`src/hdl/dhtv_pkg.sv`:
```
// Shared types and constants for the deployment hold timer and vote block.
package dhtv_pkg;

  localparam int unsigned STEP_W   = 8;
  localparam int unsigned MILLI_W  = 10;
  localparam int unsigned WDOG_W   = 7;
  localparam int unsigned SEC_W    = 6;
  localparam int unsigned MIN_W    = 6;
  localparam int unsigned HOUR_W   = 8;
  localparam int unsigned THRESH_W = 2;
  localparam int unsigned CFG_AW   = 3;
  localparam int unsigned CFG_DW   = 10;
  localparam int unsigned IN_DW    = 8;
  localparam int unsigned OUT_DW   = 32;

  localparam logic [SEC_W-1:0]  SECS_PER_MIN  = SEC_W'(60);
  localparam logic [MIN_W-1:0]  MINS_PER_HOUR = MIN_W'(60);
  localparam logic [HOUR_W-1:0] HOURS_MAX     = '1;

  localparam logic [STEP_W-1:0]   RST_TICK_STEP   = STEP_W'(10);
  localparam logic [MILLI_W-1:0]  RST_SEC_PERIOD  = MILLI_W'(977);
  localparam logic [WDOG_W-1:0]   RST_WDOG_PERIOD = WDOG_W'(50);
  localparam logic [MIN_W-1:0]    RST_HOLD_MINS   = MIN_W'(0);
  localparam logic [SEC_W-1:0]    RST_HOLD_SECS   = SEC_W'(10);
  localparam logic [THRESH_W-1:0] RST_VOTE_THRESH = THRESH_W'(1);

  typedef enum logic [CFG_AW-1:0] {
    REG_TICK_STEP   = 3'd0,
    REG_SEC_PERIOD  = 3'd1,
    REG_WDOG_PERIOD = 3'd2,
    REG_HOLD_MINS   = 3'd3,
    REG_HOLD_SECS   = 3'd4,
    REG_VOTE_THRESH = 3'd5
  } cfg_reg_t;

  typedef enum logic {
    OP_TICK = 1'b0,
    OP_POLL = 1'b1
  } op_t;

  typedef struct packed {
    logic [STEP_W-1:0]   tick_step_ms;
    logic [MILLI_W-1:0]  second_period_ms;
    logic [WDOG_W-1:0]   watchdog_period_ms;
    logic [MIN_W-1:0]    hold_minutes;
    logic [SEC_W-1:0]    hold_seconds;
    logic [THRESH_W-1:0] vote_threshold;
  } cfg_t;

  typedef struct packed {
    logic [MILLI_W-1:0] milli_count;
    logic [WDOG_W-1:0]  watchdog_count;
    logic               watchdog_out;
    logic [SEC_W-1:0]   secs_count;
    logic [MIN_W-1:0]   mins_count;
    logic [HOUR_W-1:0]  hours_count;
    logic               running;
    logic               bus_state;
    logic               expired_flag;
  } state_t;

  typedef struct packed {
    op_t  operation;
    logic pin_removed;
    logic analog_timer_a;
    logic analog_timer_b;
  } item_t;

  typedef struct packed {
    logic              main_bus_on;
    logic              watchdog_level;
    logic              analog_reset_pulse;
    logic              normal_mode_request;
    logic              counting_now;
    logic              digital_expired;
    logic [1:0]        vote_count;
    logic [SEC_W-1:0]  elapsed_secs;
    logic [MIN_W-1:0]  elapsed_mins;
    logic [HOUR_W-1:0] elapsed_hours;
  } result_t;

endpackage

```
`src/hdl/dhtv_step.sv`:
```
// Next-state and result logic for one tick or poll item.
module dhtv_step import dhtv_pkg::*; (
  input  state_t  st,
  input  cfg_t    cfg,
  input  item_t   item,
  output state_t  st_nxt,
  output result_t res
);

  logic [WDOG_W+1:0]  wsum;
  logic [MILLI_W:0]   msum;
  logic [SEC_W-1:0]   secs_inc;
  logic [MIN_W-1:0]   mins_inc;
  logic               over;
  logic [1:0]         votes;
  logic [1:0]         vote_out;
  logic               pulse;
  logic               normal;

  assign wsum = {2'b00, st.watchdog_count} + {1'b0, cfg.tick_step_ms};
  assign msum = {1'b0, st.milli_count} + {{(MILLI_W-STEP_W+1){1'b0}}, cfg.tick_step_ms};
  // seconds stay below 60, so the increment never wraps
  assign secs_inc = st.secs_count + {{(SEC_W-1){1'b0}}, st.running};
  assign mins_inc = st.mins_count + {{(MIN_W-1){1'b0}}, 1'b1};

  // elapsed > hold, hours first
  always_comb begin
    if (st.hours_count != '0) begin
      over = 1'b1;
    end else if (st.mins_count != cfg.hold_minutes) begin
      over = st.mins_count > cfg.hold_minutes;
    end else begin
      over = st.secs_count > cfg.hold_seconds;
    end
  end

  assign votes = {1'b0, item.analog_timer_a} + {1'b0, item.analog_timer_b} + {1'b0, over};

  always_comb begin
    st_nxt   = st;
    pulse    = 1'b0;
    normal   = 1'b0;
    vote_out = '0;
    case (item.operation)
      OP_TICK: begin
        if (wsum >= {2'b00, cfg.watchdog_period_ms}) begin
          st_nxt.watchdog_out   = ~st.watchdog_out;
          st_nxt.watchdog_count = '0;
        end else begin
          st_nxt.watchdog_count = wsum[WDOG_W-1:0];
        end
        if (msum >= {1'b0, cfg.second_period_ms}) begin
          st_nxt.milli_count = '0;
          if (secs_inc >= SECS_PER_MIN) begin
            st_nxt.secs_count = '0;
            if (mins_inc >= MINS_PER_HOUR) begin
              st_nxt.mins_count = '0;
              if (st.hours_count != HOURS_MAX) begin
                st_nxt.hours_count = st.hours_count + {{(HOUR_W-1){1'b0}}, 1'b1};
              end
            end else begin
              st_nxt.mins_count = mins_inc;
            end
          end else begin
            st_nxt.secs_count = secs_inc;
          end
        end else begin
          st_nxt.milli_count = msum[MILLI_W-1:0];
        end
      end
      OP_POLL: begin
        if (!item.pin_removed) begin
          st_nxt.running   = 1'b0;
          st_nxt.bus_state = 1'b0;
        end else if (!st.running) begin
          st_nxt.secs_count  = '0;
          st_nxt.mins_count  = '0;
          st_nxt.hours_count = '0;
          st_nxt.running     = 1'b1;
          pulse              = 1'b1;
        end else begin
          st_nxt.expired_flag = over;
          vote_out            = votes;
          normal              = votes >= cfg.vote_threshold;
          st_nxt.bus_state    = normal;
        end
      end
      default: ;
    endcase
  end

  always_comb begin
    res.main_bus_on         = st_nxt.bus_state;
    res.watchdog_level      = st_nxt.watchdog_out;
    res.analog_reset_pulse  = pulse;
    res.normal_mode_request = normal;
    res.counting_now        = st_nxt.running;
    res.digital_expired     = st_nxt.expired_flag;
    res.vote_count          = vote_out;
    res.elapsed_secs        = st_nxt.secs_count;
    res.elapsed_mins        = st_nxt.mins_count;
    res.elapsed_hours       = st_nxt.hours_count;
  end

endmodule

```
`src/hdl/deployment_hold_timer_vote.sv`:
```
// Top level: post-ejection power hold timer with three-way timer vote.
//
//   channel | ports                         | carries
//   --------+-------------------------------+---------------------------------
//   in      | in_tvalid/tready/tdata/tuser  | one tick or poll item
//   out     | out_tvalid/tready/tdata       | one status item per input item
//   cfg     | cfg_wr_en/addr/wdata          | register writes, no read-back
//
// From input accept to result valid an item passes an input register, then
// the step logic feeding the result register and the timer state together.
// One item per cycle sustained while the output is not stalled; a stalled
// output holds its item while the input register still takes one more. rst_n
// is synchronous: timer state, valid flags, config registers go to defaults.
module deployment_hold_timer_vote import dhtv_pkg::*; (
  input  logic              clk,
  input  logic              rst_n,
  input  logic              in_tvalid,
  output logic              in_tready,
  // [0] pin_removed, [1] analog_timer_a, [2] analog_timer_b, [7:3] zero
  input  logic [IN_DW-1:0]  in_tdata,
  // [0] operation
  input  logic              in_tuser,
  output logic              out_tvalid,
  input  logic              out_tready,
  // [0] main_bus_on, [1] watchdog_level, [2] analog_reset_pulse,
  // [3] normal_mode_request, [4] counting_now, [5] digital_expired,
  // [7:6] vote_count, [13:8] elapsed_secs, [19:14] elapsed_mins,
  // [27:20] elapsed_hours, [31:28] zero
  output logic [OUT_DW-1:0] out_tdata,
  input  logic              cfg_wr_en,
  input  logic [CFG_AW-1:0] cfg_addr,
  input  logic [CFG_DW-1:0] cfg_wdata
);

  cfg_t    cfg_r;
  state_t  st_r, st_nxt;
  item_t   item_r;
  logic    item_vld_r;
  result_t res, res_r;
  logic    out_vld_r;
  logic    advance;

  // config registers
  always_ff @(posedge clk) begin
    if (!rst_n) begin
      cfg_r.tick_step_ms       <= RST_TICK_STEP;
      cfg_r.second_period_ms   <= RST_SEC_PERIOD;
      cfg_r.watchdog_period_ms <= RST_WDOG_PERIOD;
      cfg_r.hold_minutes       <= RST_HOLD_MINS;
      cfg_r.hold_seconds       <= RST_HOLD_SECS;
      cfg_r.vote_threshold     <= RST_VOTE_THRESH;
    end else if (cfg_wr_en) begin
      case (cfg_reg_t'(cfg_addr))
        REG_TICK_STEP:   cfg_r.tick_step_ms       <= cfg_wdata[STEP_W-1:0];
        REG_SEC_PERIOD:  cfg_r.second_period_ms   <= cfg_wdata[MILLI_W-1:0];
        REG_WDOG_PERIOD: cfg_r.watchdog_period_ms <= cfg_wdata[WDOG_W-1:0];
        REG_HOLD_MINS:   cfg_r.hold_minutes       <= cfg_wdata[MIN_W-1:0];
        REG_HOLD_SECS:   cfg_r.hold_seconds       <= cfg_wdata[SEC_W-1:0];
        REG_VOTE_THRESH: cfg_r.vote_threshold     <= cfg_wdata[THRESH_W-1:0];
        default: ;
      endcase
    end
  end

  assign advance   = !out_vld_r || out_tready;
  assign in_tready = !item_vld_r || advance;

  always_ff @(posedge clk) begin
    if (!rst_n) begin
      item_vld_r <= 1'b0;
    end else if (in_tready) begin
      item_vld_r <= in_tvalid;
    end
  end

  always_ff @(posedge clk) begin
    if (in_tready && in_tvalid) begin
      item_r.operation      <= op_t'(in_tuser);
      item_r.pin_removed    <= in_tdata[0];
      item_r.analog_timer_a <= in_tdata[1];
      item_r.analog_timer_b <= in_tdata[2];
    end
  end

  dhtv_step u_step (
    .st     (st_r),
    .cfg    (cfg_r),
    .item   (item_r),
    .st_nxt (st_nxt),
    .res    (res)
  );

  always_ff @(posedge clk) begin
    if (!rst_n) begin
      st_r      <= '0;
      out_vld_r <= 1'b0;
    end else if (advance) begin
      out_vld_r <= item_vld_r;
      if (item_vld_r) begin
        st_r <= st_nxt;
      end
    end
  end

  always_ff @(posedge clk) begin
    if (advance && item_vld_r) begin
      res_r <= res;
    end
  end

  assign out_tvalid = out_vld_r;
  assign out_tdata  = {4'b0000,
                       res_r.elapsed_hours,
                       res_r.elapsed_mins,
                       res_r.elapsed_secs,
                       res_r.vote_count,
                       res_r.digital_expired,
                       res_r.counting_now,
                       res_r.normal_mode_request,
                       res_r.analog_reset_pulse,
                       res_r.watchdog_level,
                       res_r.main_bus_on};

endmodule
```
`config.mk`:
```
export PLATFORM = sky130hd
export DESIGN_NAME = deployment_hold_timer_vote
export DESIGN_NICKNAME = d
export VERILOG_FILES = /design/src/hdl/dhtv_pkg.sv /design/src/hdl/dhtv_step.sv /design/src/hdl/deployment_hold_timer_vote.sv
export SDC_FILE = /design/constraint.sdc
export NUM_CORES = 1
export LEC_CHECK = 0
export ABC_CLOCK_PERIOD_IN_PS = 3400
export BUFFER_PORTS_ARGS = -buffer_cell sky130_fd_sc_hd__buf_2
export CORE_AREA = 2 2 113 115
export CTS_CLUSTER_SIZE = 30
export DETAILED_ROUTE_END_ITERATION = 10
export DIE_AREA = 0 0 115 117
export GPL_TIMING_DRIVEN = 0
export PLACE_DENSITY = 0.77
export SETUP_SLACK_MARGIN = 0.1
export SYNTH_ARGS = -nofsm -noshare
export SYNTH_HDL_FRONTEND = slang
export SYNTH_SLANG_ARGS = --single-unit
```
`constraint.sdc`:
```
create_clock -name clk -period 3.4 [get_ports clk]
set_clock_uncertainty 0.15 [all_clocks]
set_input_delay 0 -clock clk [delete_from_list [all_inputs] [get_ports clk]]
set_output_delay 0 -clock clk [all_outputs]
set_load 0.02 [all_outputs]
```
==> results.cfg <==
[outcome]
run_status = finished, violations left
violations = negative setup slack

[clock_network]
cts_tree = done
path_clk_slew_ns = 0.05
clk-insertion-delay-late_ns = 0.42
htree_num_levels = 4
ctsRootBufferMaster = clkbuf_16
cts_buffers = 17
clock_sinks = 114
cts_max_path_buffers = 2

[yosys]
synth_most_common_cell = nand2_1
synth_flop_cell = dfxtp_1
async_flop_share_pct = 0
synth-edff-count = 32
synth.ff_latch_count = 114
yosysTopAreaCellShare_pct = 25.3
synth_commonest_cells = 100 x nand2_1, 82 x dfxtp_1, 60 x inv_1, 52 x a21oi_1, 51 x ha_1
yosysWarnings = 0
yosysSeqAreaShare_pct = 40.1
postSynthAreaPerCell_um2 = 8.68
synth.cell_area_um2 = 6490
synth_largest_area_cell = dfxtp_1
syn_inst = 747
netlist_top_cells_area = dfxtp_1 25%, edfxtp_1 15%, ha_1 9.8%
yosysUniqueCellTypes = 68

[detailed_routing]
routedWlPerCell_um = 19.7
drtIter0Drc = 532
route.vias.total = 6418
viasPerCell = 6.05
drc_errors = 0
firstDrtPassIters = 7
final_antenna_net_count = 0
drt-total-wl_um = 20900

[finish]
final_area_um2 = 9040
area_growth_pct = 39.4
antenna_cells = 0
drive_above_1_share_pct = 30.8
fillers = 797
finalNetCount = 979
final_util_pct = 73.5

[grt]
gr-total-overflow = 0
grt_usage_pct = 30.1
grt_max_degree = 38
grt_pass1_wl_um = 31100
antenna_found_initial = 0
grt_pass1_vias = 6232

[floorplanning]
start_util_pct = 52.7
die_w_um = 115
dieArea_um2 = 13500
die_h_um = 117
core.rowCount = 41
io_pins = 61
core_area_um2 = 12300

[timing]
tns_ns = -14.58
maxSlewViolCount = 0
hold_viol_final = 0
fin_crit_sh_pct = 113
rsz0062_at_grt = true
min_period_ns = 3.83
finalSetupViolations = 50
fmax_mhz = 261
worst_pin_slew_ns = 1.34
slew_headroom_pct = 9.73
setup_ws_ns = -0.426

[pwr]
p_per_area_nw_per_um2 = 405
swShare_pct = 24.3
finalPower_mw = 3.66
p_leak_nw = 3.69
seqPwrFrac_pct = 39.6
ir_drop_v = 0.000289
power.internal_mw = 2.77
switchingPower_mw = 0.891
clkPwrFrac_pct = 49.9
p_comb_share_pct = 10.5

[worst_setup_path]
slowest_delay_ns = 0.35
startpoint_type = flip-flop
cp.required_ns = 3.41
cp_slowest_cell = dfxtp_2
end_kind = flip-flop
crit_fanout = 6
crit_chain = ha_4 > inv_2 > fa_2 > nor2b_2 > o21ai_2 > o22ai_4 > nor2_4 > xnor2_2 > ha_1 > nand4_1 > or3_4 > a31oi_4 > buf_12 > buf_8 > o21ai_4 > buf_6 > o311ai_4 > o21ai_1
cp.arrival_ns = 3.84
crit_type = flip-flop to flip-flop
worst-path-buf-inv = 4
crit_family = compound AO/OA/AOI/OAI gates

[placement]
dp_hpwl_um = 12500
pre_cts_ws_ns = -0.664
gp_congestion = 0.916
placed_cell_area_um2 = 7010
port_buffers = 51

[run]
cap_violations = 0

[worst_hold_path]
min_path_type = input port to flip-flop
## per-layer routing
metal	wire [µm]	GRT usage, %	part of all wire (%)
met4	1110	19.8	5.3
met5	0	0	0
met2	10600	52.4	51
met3	1360	6.85	6.5
met1	7830	33.2	38
## through the flow
stage	hold WS, ns	instances
after floorplan	-0.0511	750
after global placement	0.0281	951
after detailed placement	0.0284	951
after CTS	0.125	1044
after global routing	0.160	1061
final	0.148	1061
## cell families after synthesis
family                   Yosys count  share of synthesized area (%)
multiplexers                      15                           2.31
AND/OR/NAND/NOR                  260                           18.8
XOR/XNOR                          17                           2.30
AO/OA/AOI/OAI                    182                           19.0
other                              1                         0.0578
adder cells (fa/ha/maj)           54                           10.8
buffers and inverters            104                           6.66
flip-flops                       114                           40.1
## registers in the layout, summed over array words and instances (netlist names)
signal,flops
st_r,41
cfg_r,39
out_tdata,28
item_r,4
item_vld_r,1
out_tvalid,1
## cell usage in the layout, fill, tap and decap left out, drive strengths merged, types with 35 or more instances in the layout
master	netlist	routed
inv	60	62
clkbuf	25	47
o21ai	35	35
nor2	45	45
nand3	40	40
buf	19	126
dfxtp	82	82
a21oi	52	52
ha	51	51
nand2	100	100
## final cells by class
cell class | count | area (µm²) | share of cell area [%]
multi-input cells | 532 | 4170 | 46.1
flip-flops and latches | 114 | 2620 | 29.0
repair buffers | 130 | 990 | 10.9
clock buffers | 24 | 513 | 5.67
plain buffers | 43 | 244 | 2.70
inverters | 60 | 225 | 2.49
well taps | 150 | 188 | 2.08
clock inverters | 8 | 95.1 | 1.05
## power groups by stage
stage,Sequential [mW],Clock (mW),Combinational (mW)
5_1_grt,1.45,1.88,0.413
4_1_cts,1.45,1.84,0.341
2_1_floorplan,1.50,0,0.165
3_5_place_dp,1.48,0,0.284
3_3_place_gp,1.48,0,0.274
6_report,1.45,1.83,0.383
## worst paths after layout
kind	startpoint	endpoint	slack (ns)	depth (start not counted)
max	st_r[31]	out_tdata[27]	-0.43	18
min reg2reg	cfg_r[14]	cfg_r[14]	0.32	2
max reg2reg	st_r[31]	out_tdata[27]	-0.43	18
min	in_tuser	item_r[3]	0.15	2
## what timing repair did
action	4_1_cts	5_1_grt
endpoints found under the setup margin	62	62
resized for setup	88	93
cloned	2	1
pin swaps	51	59
hold endpoints to repair	52	0
buffers inserted	36	17
hold buffers	24	0
No activity file was read; power rests on OpenSTA's default activity.
